### config.mk
export PLATFORM = sky130hd
export DESIGN_NAME = gated_moving_average_filter_flat
export DESIGN_NICKNAME = d
export VERILOG_FILES = /design/src/rtl/gmaf_pkg.sv /design/src/rtl/gmaf_if.sv /design/src/rtl/gated_moving_average_filter.sv /design/src/flat_wrapper.sv
export VERILOG_INCLUDE_DIRS = /design/src /design/src/rtl
export SDC_FILE = /design/constraint.sdc
export NUM_CORES = 1
export LEC_CHECK = 0
export BUFFER_PORTS_ARGS = -buffer_cell sky130_fd_sc_hd__buf_2
export CAP_MARGIN = 5
export CORE_MARGIN = 8
export CORE_UTILIZATION = 30
export CTS_BUF_LIST = sky130_fd_sc_hd__clkbuf_8
export DETAILED_ROUTE_END_ITERATION = 16
export GPL_TIMING_DRIVEN = 0
export PLACE_DENSITY = 0.45
export SYNTH_ARGS = -nofsm -noshare
export SYNTH_HDL_FRONTEND = slang
export SYNTH_SLANG_ARGS = --single-unit
### constraint.sdc
create_clock -name clk -period 5.3 [get_ports clk]
set_input_delay 0.53 -clock clk [delete_from_list [all_inputs] [get_ports clk]]
set_output_delay 0.53 -clock clk [all_outputs]
set_load 0.02 [all_outputs]
### src/rtl/gated_moving_average_filter_assert.svh
// Assertion macros for the gated moving-average filter.
// Expects clk and rst in the scope of each use.
`ifndef GATED_MOVING_AVERAGE_FILTER_ASSERT_SVH
`define GATED_MOVING_AVERAGE_FILTER_ASSERT_SVH

// Consequent must hold in the same cycle as the antecedent.
`define GMAF_ASSERT_NOW(label, ante, cons) \
  label: assert property (@(posedge clk) disable iff (rst) (ante) |-> (cons)) \
    else $error("gated_moving_average_filter: same-cycle check failed");

// Consequent must hold in the cycle after the antecedent.
`define GMAF_ASSERT_NEXT(label, ante, cons) \
  label: assert property (@(posedge clk) disable iff (rst) (ante) |=> (cons)) \
    else $error("gated_moving_average_filter: next-cycle check failed");

`endif

### src/rtl/gmaf_pkg.sv
// Shared constants and register codes for the gated moving-average filter.
// No dependencies.
package gmaf_pkg;

  localparam int SAMPLE_W = 8;
  localparam int WINDOW = 5;
  localparam int IDX_W = $clog2(WINDOW);
  localparam int SUM_W = $clog2(WINDOW * ((1 << SAMPLE_W) - 1) + 1);

  // Exact divide by WINDOW: multiply by a rounded-up reciprocal, then shift.
  localparam int DIV_SHIFT = SUM_W + $clog2(WINDOW);
  localparam int RECIP_W = SUM_W + 2;
  localparam int RECIP = ((1 << DIV_SHIFT) + WINDOW - 1) / WINDOW;
  localparam int PROD_W = SUM_W + RECIP_W;

  localparam logic [SAMPLE_W-1:0] RESET_LEVEL = SAMPLE_W'(76);
  localparam logic [SAMPLE_W-1:0] JUMP_LIMIT_RESET = SAMPLE_W'(10);
  localparam logic [SAMPLE_W-1:0] DEADBAND_RESET = SAMPLE_W'(1);
  localparam logic [SUM_W-1:0] SUM_RESET = SUM_W'(WINDOW * 76);

  localparam int DATA_W = 32;
  localparam int ADDR_W = 3;
  localparam int REG_IDX_W = 1;
  localparam logic [REG_IDX_W-1:0] REG_JUMP_LIMIT = 1'b0;
  localparam logic [REG_IDX_W-1:0] REG_DEADBAND = 1'b1;

  typedef logic [SAMPLE_W-1:0] sample_t;

endpackage

### src/rtl/gmaf_if.sv
// Stream interfaces of the gated moving-average filter: samples in, results out.
// Depends on gmaf_pkg.
interface gmaf_sample_if;
  import gmaf_pkg::*;

  logic valid;
  logic ready;
  sample_t sample;

  modport source (output valid, output sample, input ready);
  modport sink (input valid, input sample, output ready);
endinterface

interface gmaf_result_if;
  import gmaf_pkg::*;

  logic valid;
  logic ready;
  sample_t filtered_weight;
  logic accepted;

  modport source (output valid, output filtered_weight, output accepted, input ready);
  modport sink (input valid, input filtered_weight, input accepted, output ready);
endinterface

### src/rtl/gated_moving_average_filter.sv
// Gated moving-average filter: takes one sample per cycle unless results stall and returns
// one result for each from a single result register, in the next cycle. A sample is kept
// only if its distance from the last kept sample lies strictly between the deadband and
// the jump limit; the filtered weight then becomes the mean of the window as it stood
// before the sample was stored. The running sum and a reciprocal multiply give the mean
// in the same cycle, so throughput is one item per clock while the result side takes
// one transfer per clock. jump_limit sits at byte address 0, deadband at 4.
// Depends on gmaf_pkg, gmaf_if.sv and gated_moving_average_filter_assert.svh.
module gated_moving_average_filter (
  input  logic                          clk,
  input  logic                          rst,
  gmaf_sample_if.sink                   samples,
  gmaf_result_if.source                 results,
  input  logic                          psel,
  input  logic                          penable,
  input  logic                          pwrite,
  input  logic [gmaf_pkg::ADDR_W-1:0]   paddr,
  input  logic [gmaf_pkg::DATA_W-1:0]   pwdata,
  output logic [gmaf_pkg::DATA_W-1:0]   prdata,
  output logic                          pready
);
  import gmaf_pkg::*;

  sample_t jump_limit;
  sample_t deadband;
  sample_t win [WINDOW];
  logic [IDX_W-1:0] wr_idx;
  logic [IDX_W-1:0] wr_idx_next;
  logic [SUM_W-1:0] sum;
  logic [SUM_W-1:0] sum_next;
  sample_t last_accepted;
  sample_t held;

  logic res_valid;
  sample_t res_weight;
  logic res_accepted;

  logic in_fire;
  logic cfg_write;
  logic [REG_IDX_W-1:0] reg_idx;
  sample_t diff;
  logic pass;
  logic [PROD_W-1:0] prod;
  sample_t mean;

  // Configuration port
  assign pready = 1'b1;
  assign cfg_write = psel && penable && pwrite && pready;
  assign reg_idx = paddr[ADDR_W-1:ADDR_W-REG_IDX_W];

  always_comb begin
    unique case (reg_idx)
      REG_JUMP_LIMIT: prdata = DATA_W'(jump_limit);
      REG_DEADBAND:   prdata = DATA_W'(deadband);
      default:        prdata = '0;
    endcase
  end

  always_ff @(posedge clk) begin
    if (rst) begin
      jump_limit <= JUMP_LIMIT_RESET;
      deadband <= DEADBAND_RESET;
    end else if (cfg_write) begin
      unique case (reg_idx)
        REG_JUMP_LIMIT: jump_limit <= pwdata[SAMPLE_W-1:0];
        REG_DEADBAND:   deadband <= pwdata[SAMPLE_W-1:0];
        default:        ;
      endcase
    end
  end

  // Gate and mean
  assign samples.ready = !res_valid || results.ready;
  assign in_fire = samples.valid && samples.ready;

  always_comb begin
    if (samples.sample >= last_accepted) begin
      diff = samples.sample - last_accepted;
    end else begin
      diff = last_accepted - samples.sample;
    end
  end

  assign pass = (diff < jump_limit) && (diff > deadband);
  assign prod = PROD_W'(sum) * PROD_W'(RECIP_W'(RECIP));
  assign mean = prod[DIV_SHIFT +: SAMPLE_W];

  assign sum_next = sum - SUM_W'(win[wr_idx]) + SUM_W'(samples.sample);
  assign wr_idx_next = (wr_idx == IDX_W'(WINDOW - 1)) ? '0 : wr_idx + 1'b1;

  // Window state: advance only on a kept sample
  always_ff @(posedge clk) begin
    if (rst) begin
      for (int k = 0; k < WINDOW; k++) begin
        win[k] <= RESET_LEVEL;
      end
      wr_idx <= '0;
      sum <= SUM_RESET;
      last_accepted <= RESET_LEVEL;
      held <= RESET_LEVEL;
    end else if (in_fire && pass) begin
      win[wr_idx] <= samples.sample;
      wr_idx <= wr_idx_next;
      sum <= sum_next;
      last_accepted <= samples.sample;
      held <= mean;
    end
  end

  // Result register
  always_ff @(posedge clk) begin
    if (rst) begin
      res_valid <= 1'b0;
    end else if (in_fire) begin
      res_valid <= 1'b1;
    end else if (results.ready) begin
      res_valid <= 1'b0;
    end
  end

  always_ff @(posedge clk) begin
    if (in_fire) begin
      res_weight <= pass ? mean : held;
      res_accepted <= pass;
    end
  end

  assign results.valid = res_valid;
  assign results.filtered_weight = res_weight;
  assign results.accepted = res_accepted;

`include "gated_moving_average_filter_assert.svh"

  `GMAF_ASSERT_NOW(a_idx_range, 1'b1, wr_idx <= IDX_W'(WINDOW - 1))
  `GMAF_ASSERT_NEXT(a_reject_holds, in_fire && !pass, $stable(last_accepted) && $stable(sum) && $stable(held))
  `GMAF_ASSERT_NEXT(a_result_follows, in_fire, res_valid && res_accepted == $past(pass) && res_weight == held)

endmodule

### src/flat_wrapper.sv
// flat-port wrapper written by rule: the top's interface ports become plain ports
module gated_moving_average_filter_flat import gmaf_pkg::*;
  (clk, rst, psel, penable, pwrite, paddr, pwdata, prdata, pready, samples_valid, samples_sample, samples_ready, results_valid, results_filtered_weight, results_accepted, results_ready);
  gmaf_sample_if samples_i ();
  gmaf_result_if results_i ();
  input  logic clk;
  input  logic rst;
  input  logic psel;
  input  logic penable;
  input  logic pwrite;
  input  logic [gmaf_pkg::ADDR_W-1:0] paddr;
  input  logic [gmaf_pkg::DATA_W-1:0] pwdata;
  output logic [gmaf_pkg::DATA_W-1:0] prdata;
  output logic pready;
  input wire logic [$bits(samples_i.valid)-1:0] samples_valid;
  input wire logic [$bits(samples_i.sample)-1:0] samples_sample;
  output wire logic [$bits(samples_i.ready)-1:0] samples_ready;
  output wire logic [$bits(results_i.valid)-1:0] results_valid;
  output wire logic [$bits(results_i.filtered_weight)-1:0] results_filtered_weight;
  output wire logic [$bits(results_i.accepted)-1:0] results_accepted;
  input wire logic [$bits(results_i.ready)-1:0] results_ready;
  assign samples_i.valid = samples_valid;
  assign samples_i.sample = samples_sample;
  assign samples_ready = samples_i.ready;
  assign results_valid = results_i.valid;
  assign results_filtered_weight = results_i.filtered_weight;
  assign results_accepted = results_i.accepted;
  assign results_i.ready = results_ready;
  gated_moving_average_filter u_core (.clk(clk), .rst(rst), .samples(samples_i), .results(results_i), .psel(psel), .penable(penable), .pwrite(pwrite), .paddr(paddr), .pwdata(pwdata), .prdata(prdata), .pready(pready));
endmodule
# --- Yosys cells after proc, flatten, opt, wreduce, memory -nomap -nowiden ---
# Memories as Yosys holds them, arrays and structs flattened. A register that Yosys moved wholly into a read port is not among the register bits.
# Index checks and enable logic that the tools add are counted.
# W data, S select, Z words.
totals:
  register_bits: 56
  latch_bits: 0
  ram_bits: 40
  rom_bits: 0
  inputBits: 50
  out_inout_bits: 44
  memories: 1
mem_list:
  columns: ["name", "words", "width", "rd", "rd_ports_with_merged_regs", "wr", "line_no", "rtl"]
  rows:
  - ["u_core.win", 5, 8, 1, 1, 5, "gated_moving_average_filter.sv:26", "sample_t win [WINDOW];"]
classes:
  addsub: 5
  multipliers: 1
  div: 0
  magnitude_cmp: 3
  eq_ne: 1
  shifts: 0
  muxes: 16
  bitwise: 1
  n_reduce_logical: 11
ops:
  columns: ["cell", "count"]
  rows:
  - ["$pmux W32 S2", 1]
  - ["$mux W8", 3]
  - ["$mul A11 B12 Y22 const B", 1]
  - ["$sub A8 B8 Y8", 2]
  - ["$mux W3", 4]
  - ["$add A11 B8 Y11", 1]
  - ["$sub A11 B8 Y11", 1]
  - ["$ge A8 B8 Y1", 1]
  - ["$gt A8 B8 Y1", 1]
  - ["$lt A8 B8 Y1", 1]
  - ["$mux W1", 8]
  - ["$reduce_or A8 Y1", 1]
  - ["$logic_and A1 B1 Y1", 5]
  - ["$reduce_and A2 Y1", 2]
  - ["$add A3 B1 Y3 const B", 1]
  - ["$eq A3 B3 Y1 const B", 1]
  - ["$reduce_bool A2 Y1", 1]
  - ["$logic_not A1 Y1", 1]
  - ["$logic_or A1 B1 Y1", 1]
  - ["$not A1 Y1", 1]

# --- Depth between registers and ports, before layout ---
depth:
  depth_word: 10
  mapped_depth: 19
  ltp_nobuf: 18

# --- Worst setup path before layout ---
# OpenSTA, ideal clock, no wires.
synth_timing:
  path_kind: "register to register"
  startpoint: "register u_core.sum[9]"
  endpoint: "register u_core.res_weight[4], in the netlist u_core.results.filtered_weight[4], data pin"
  setup_time_ps: 269
  arrival_time_ps: 4391
  required_time_ps: 5031
  setup_slack_ps: 640
  stages_incl_launch_ff: 16
  path_buffers: 0
  cell_sequence: "dfxtp_1 > inv_1 > ha_1 > inv_1 > fa_1 > fa_1 > inv_1 > fa_1 > fa_1 > inv_1 > ha_1 > nand4_1 > o31a_1 > o2111a_1 > nor4_1 > o21ai_0"
synth_via:
  elab_chain_cells: 2
synth_rtl:
  columns: ["element", "line_no", "rtl"]
  rows:
  - ["start, declared", "gated_moving_average_filter.sv:29", "logic [SUM_W-1:0] sum;"]
  - ["start signal, assigned", "gated_moving_average_filter.sv:104", "sum <= sum_next;"]
  - ["$mul A11 B12 Y22", "gated_moving_average_filter.sv:85", "assign prod = PROD_W'(sum) * PROD_W'(RECIP_W'(RECIP));"]
  - ["$mux W8", "gated_moving_average_filter.sv:123", "res_weight <= pass ? mean : held;"]
  - ["end signal, assigned", "gated_moving_average_filter.sv:123", null]
  - ["end, declared", "gated_moving_average_filter.sv:35", "sample_t res_weight;"]
# No other way between the ends.
# A chain may end at the register's enable or synchronous reset.

# --- Final worst setup path ---
# Ends and elaborated chain as after synthesis.

==> results.json <==
{
  "drcViolationCount": 0,
  "nets": 1163,
  "grt_setup_unrepaired": "true",
  "cts-root-buf": "clkbuf_8",
  "post-route-min-period_ns": 5.117,
  "top_layer_used": "met4",
  "dr_wl_met3_um": 894,
  "routed-wl-met2_um": 11440,
  "path_buf_inv": 4,
  "synthTopCellsByArea": "edfxtp_1 24%, ha_1 15%, dfxtp_1 11%, fa_1 9.1%, inv_1 5.6%",
  "overflow": 0,
  "die_h_um": 189.0,
  "cp-end-kind": "flop",
  "h-tree-depth": 4,
  "totalWireLength_um": 23900,
  "syn_avg_cell_area_um2": 10.25,
  "grt_usage": 0.1357,
  "hold-worst-slack_ns": 0.3201,
  "cts_tree": "built",
  "clk_pin_slew_ns": 0.08,
  "crit_type": "reg -> reg",
  "crit_required_ns": 5.48,
  "gp_congestion": 0.7894,
  "final_common_cell": "inv_1",
  "netlist_area_mm2": 0.008977,
  "async_reset_ff_frac": 0,
  "final_area_mm2": 0.01032,
  "synth_top_cell_by_area": "edfxtp_1",
  "ys_warn_count": 0,
  "maxCapViolations": 0,
  "n_fill_cell": 3028,
  "fin_crit_sh": 0.9655,
  "antennaDiodeCount": 0,
  "grt_pass1_wl_um": 37390,
  "io_pins": 94,
  "drive_gt1_frac": 0.1665,
  "cp_slowest_cell": "fa_1",
  "cp-start-kind": "flop",
  "slowest_delay_ns": 0.56,
  "yosysSeqAreaShare": 0.3557,
  "vias_per_cell": 4.705,
  "dpl_cell_area_mm2": 0.009802,
  "path_delay_family": "adder cells",
  "port_buffers": 40,
  "fin_util": 0.3492,
  "clock_path_buffers": 2,
  "syn_to_final_growth_pct": 14.98,
  "setup_viol": 0,
  "drtIter0Drc": 303,
  "numCtsBuffers": 17,
  "fin_worst_skew_ns": 0.01279,
  "most-common-layout-cells": "136 x inv_1, 106 x ha_1, 73 x edfxtp_1",
  "die_area_mm2": 0.03572,
  "grt_pass1_vias": 6549,
  "netlist_instances": 876,
  "dp_hpwl_um": 18510,
  "yosys.area.top_type_share": 0.2442,
  "outcome": "finished, final reports clean",
  "die_x_um": 189.0,
  "synthFlopType": "edfxtp_1",
  "post_drt_wl_per_cell_um": 17.46,
  "grt_max_degree": 19,
  "hold_violations": 0,
  "row_count": 63,
  "firstDrtPassIters": 5,
  "tightestPinTransition_ns": 1.169,
  "crit_chain": "inv_1, ha_1, inv_1, fa_1, fa_1, inv_1, fa_1, fa_1, inv_1, ha_1, nand4_1, o31a_1, o2111a_1, nor4_4, o21ai_1",
  "fmax_mhz": 195.4,
  "clk_latency_ns": 0.45,
  "slew_headroom": 0.2210,
  "postRouteAntennaNets": 0,
  "ys_types": 62,
  "path_max_fanout": 4,
  "hold_path_class": "in -> reg",
  "num_vias": 6441,
  "synth_edf_count": 73,
  "antenna_found_initial": 0,
  "initial_core_util": 0.3037,
  "synth-seq-cells": 123,
  "wl_met1_um": 11320,
  "slew_viol_final": 0,
  "worstPathArrival_ns": 5.29,
  "core_mm2": 0.02956,
  "clock-sinks": 123
}
-- worst min-delay path, stage by stage --
cell	delay [ns]
buf_2	0.09
nand2_1	0.04
o211ai_1	0.07
-- worst paths after layout --
check	from	endpoint	slack, ns	depth (start not counted)
setup / recovery	u_core.sum[9]$_SDFFE_PP0P_	u_core.results.filtered_weight[4]$_DFFE_PP_	0.18	15
hold reg to reg	u_core.deadband[7]$_SDFFE_PP0P_	u_core.deadband[7]$_SDFFE_PP0P_	0.48	2
hold / removal	pwdata[1]	u_core.jump_limit[1]$_SDFFE_PP1P_	0.32	3
setup reg to reg	u_core.sum[9]$_SDFFE_PP0P_	u_core.results.filtered_weight[4]$_DFFE_PP_	0.18	15
-- layout make-up --
type / count / area, um2 / area share
multi-input cells: 587 / 5132 / 0.4972
flip-flops and latches: 123 / 3193 / 0.3093
inverters: 135 / 506.7 / 0.04909
well taps: 390 / 488.0 / 0.04727
plain buffers: 54 / 310.3 / 0.03006
repair buffers: 48 / 260.3 / 0.02521
clock buffers: 17 / 234.0 / 0.02267
clock inverters: 15 / 197.7 / 0.01915
-- layer usage --
layer,global-route usage,up-vias
li1,-,3182
met1,0.1802,3117
met2,0.2240,126
met3,0.02575,16
met4,0.03428,0
met5,0,-
-- sequential cells by signal, summed over array words and instances, names as in the netlist, named ones only --
register and count:
u_core.deadband 8, u_core.held 8, u_core.jump_limit 8, u_core.last_accepted 8, u_core.results.accepted 1, u_core.results.filtered_weight 8
u_core.results.valid 1, u_core.sum 11, u_core.win 64, u_core.wr_idx 3
-- Yosys cell counts (all sizes together), types with 4 or more instances --
master  instances
inv           135
ha            106
edfxtp         73
nand2          70
dfxtp          50
o21ai          47
a21oi          44
fa             41
buf            34
nor2           32
and2           21
clkbuf         20
nand3          18
o211ai         18
mux4           16
nor3           15
mux2i          13
mux2           11
xnor2          10
a211oi          9
xor2            9
a21o            8
nand4           8
o31ai           8
nor4            7
nand2b          5
and3            4
and4            4
nand4b          4
or3             4
-- cells by family (layout without fill, tap and decap cells) --
logic type	after synthesis	count (layout)	share of synthesized area
AO/OA/AOI/OAI	155	155	0.1091
multiplexers	40	40	0.06843
flip-flops	123	123	0.3557
adder cells (fa/ha/maj)	147	147	0.2392
XOR/XNOR	19	19	0.01854
other	2	25	0.0008365
buffers and inverters	189	269	0.09101
AND/OR/NAND/NOR	201	201	0.1172
-- what timing repair did --
action,4_1_cts,5_1_grt
pin swaps,1,2
buffers inserted,2,2
setup endpoints to repair,11,43
resized for setup,2,9
hold buffers,0,0
-- stage by stage --
| step | TNS [ns] | std cells | setup slack (ns) |
|---|---|---|---|
| 2_1_floorplan | 0 | 899 | 0.6405 |
| 3_3_place_gp | -39.56 | 1329 | -0.7900 |
| 3_5_place_dp | -12.53 | 1333 | -0.6804 |
| 4_1_cts | 0 | 1367 | 0.004178 |
| 5_1_grt | -2.585 | 1369 | -0.1651 |
| 6_report | 0 | 1369 | 0.1831 |
Power is not shown: default switching activity piles up to over one toggle a cycle in this logic, so the estimate is an artifact.
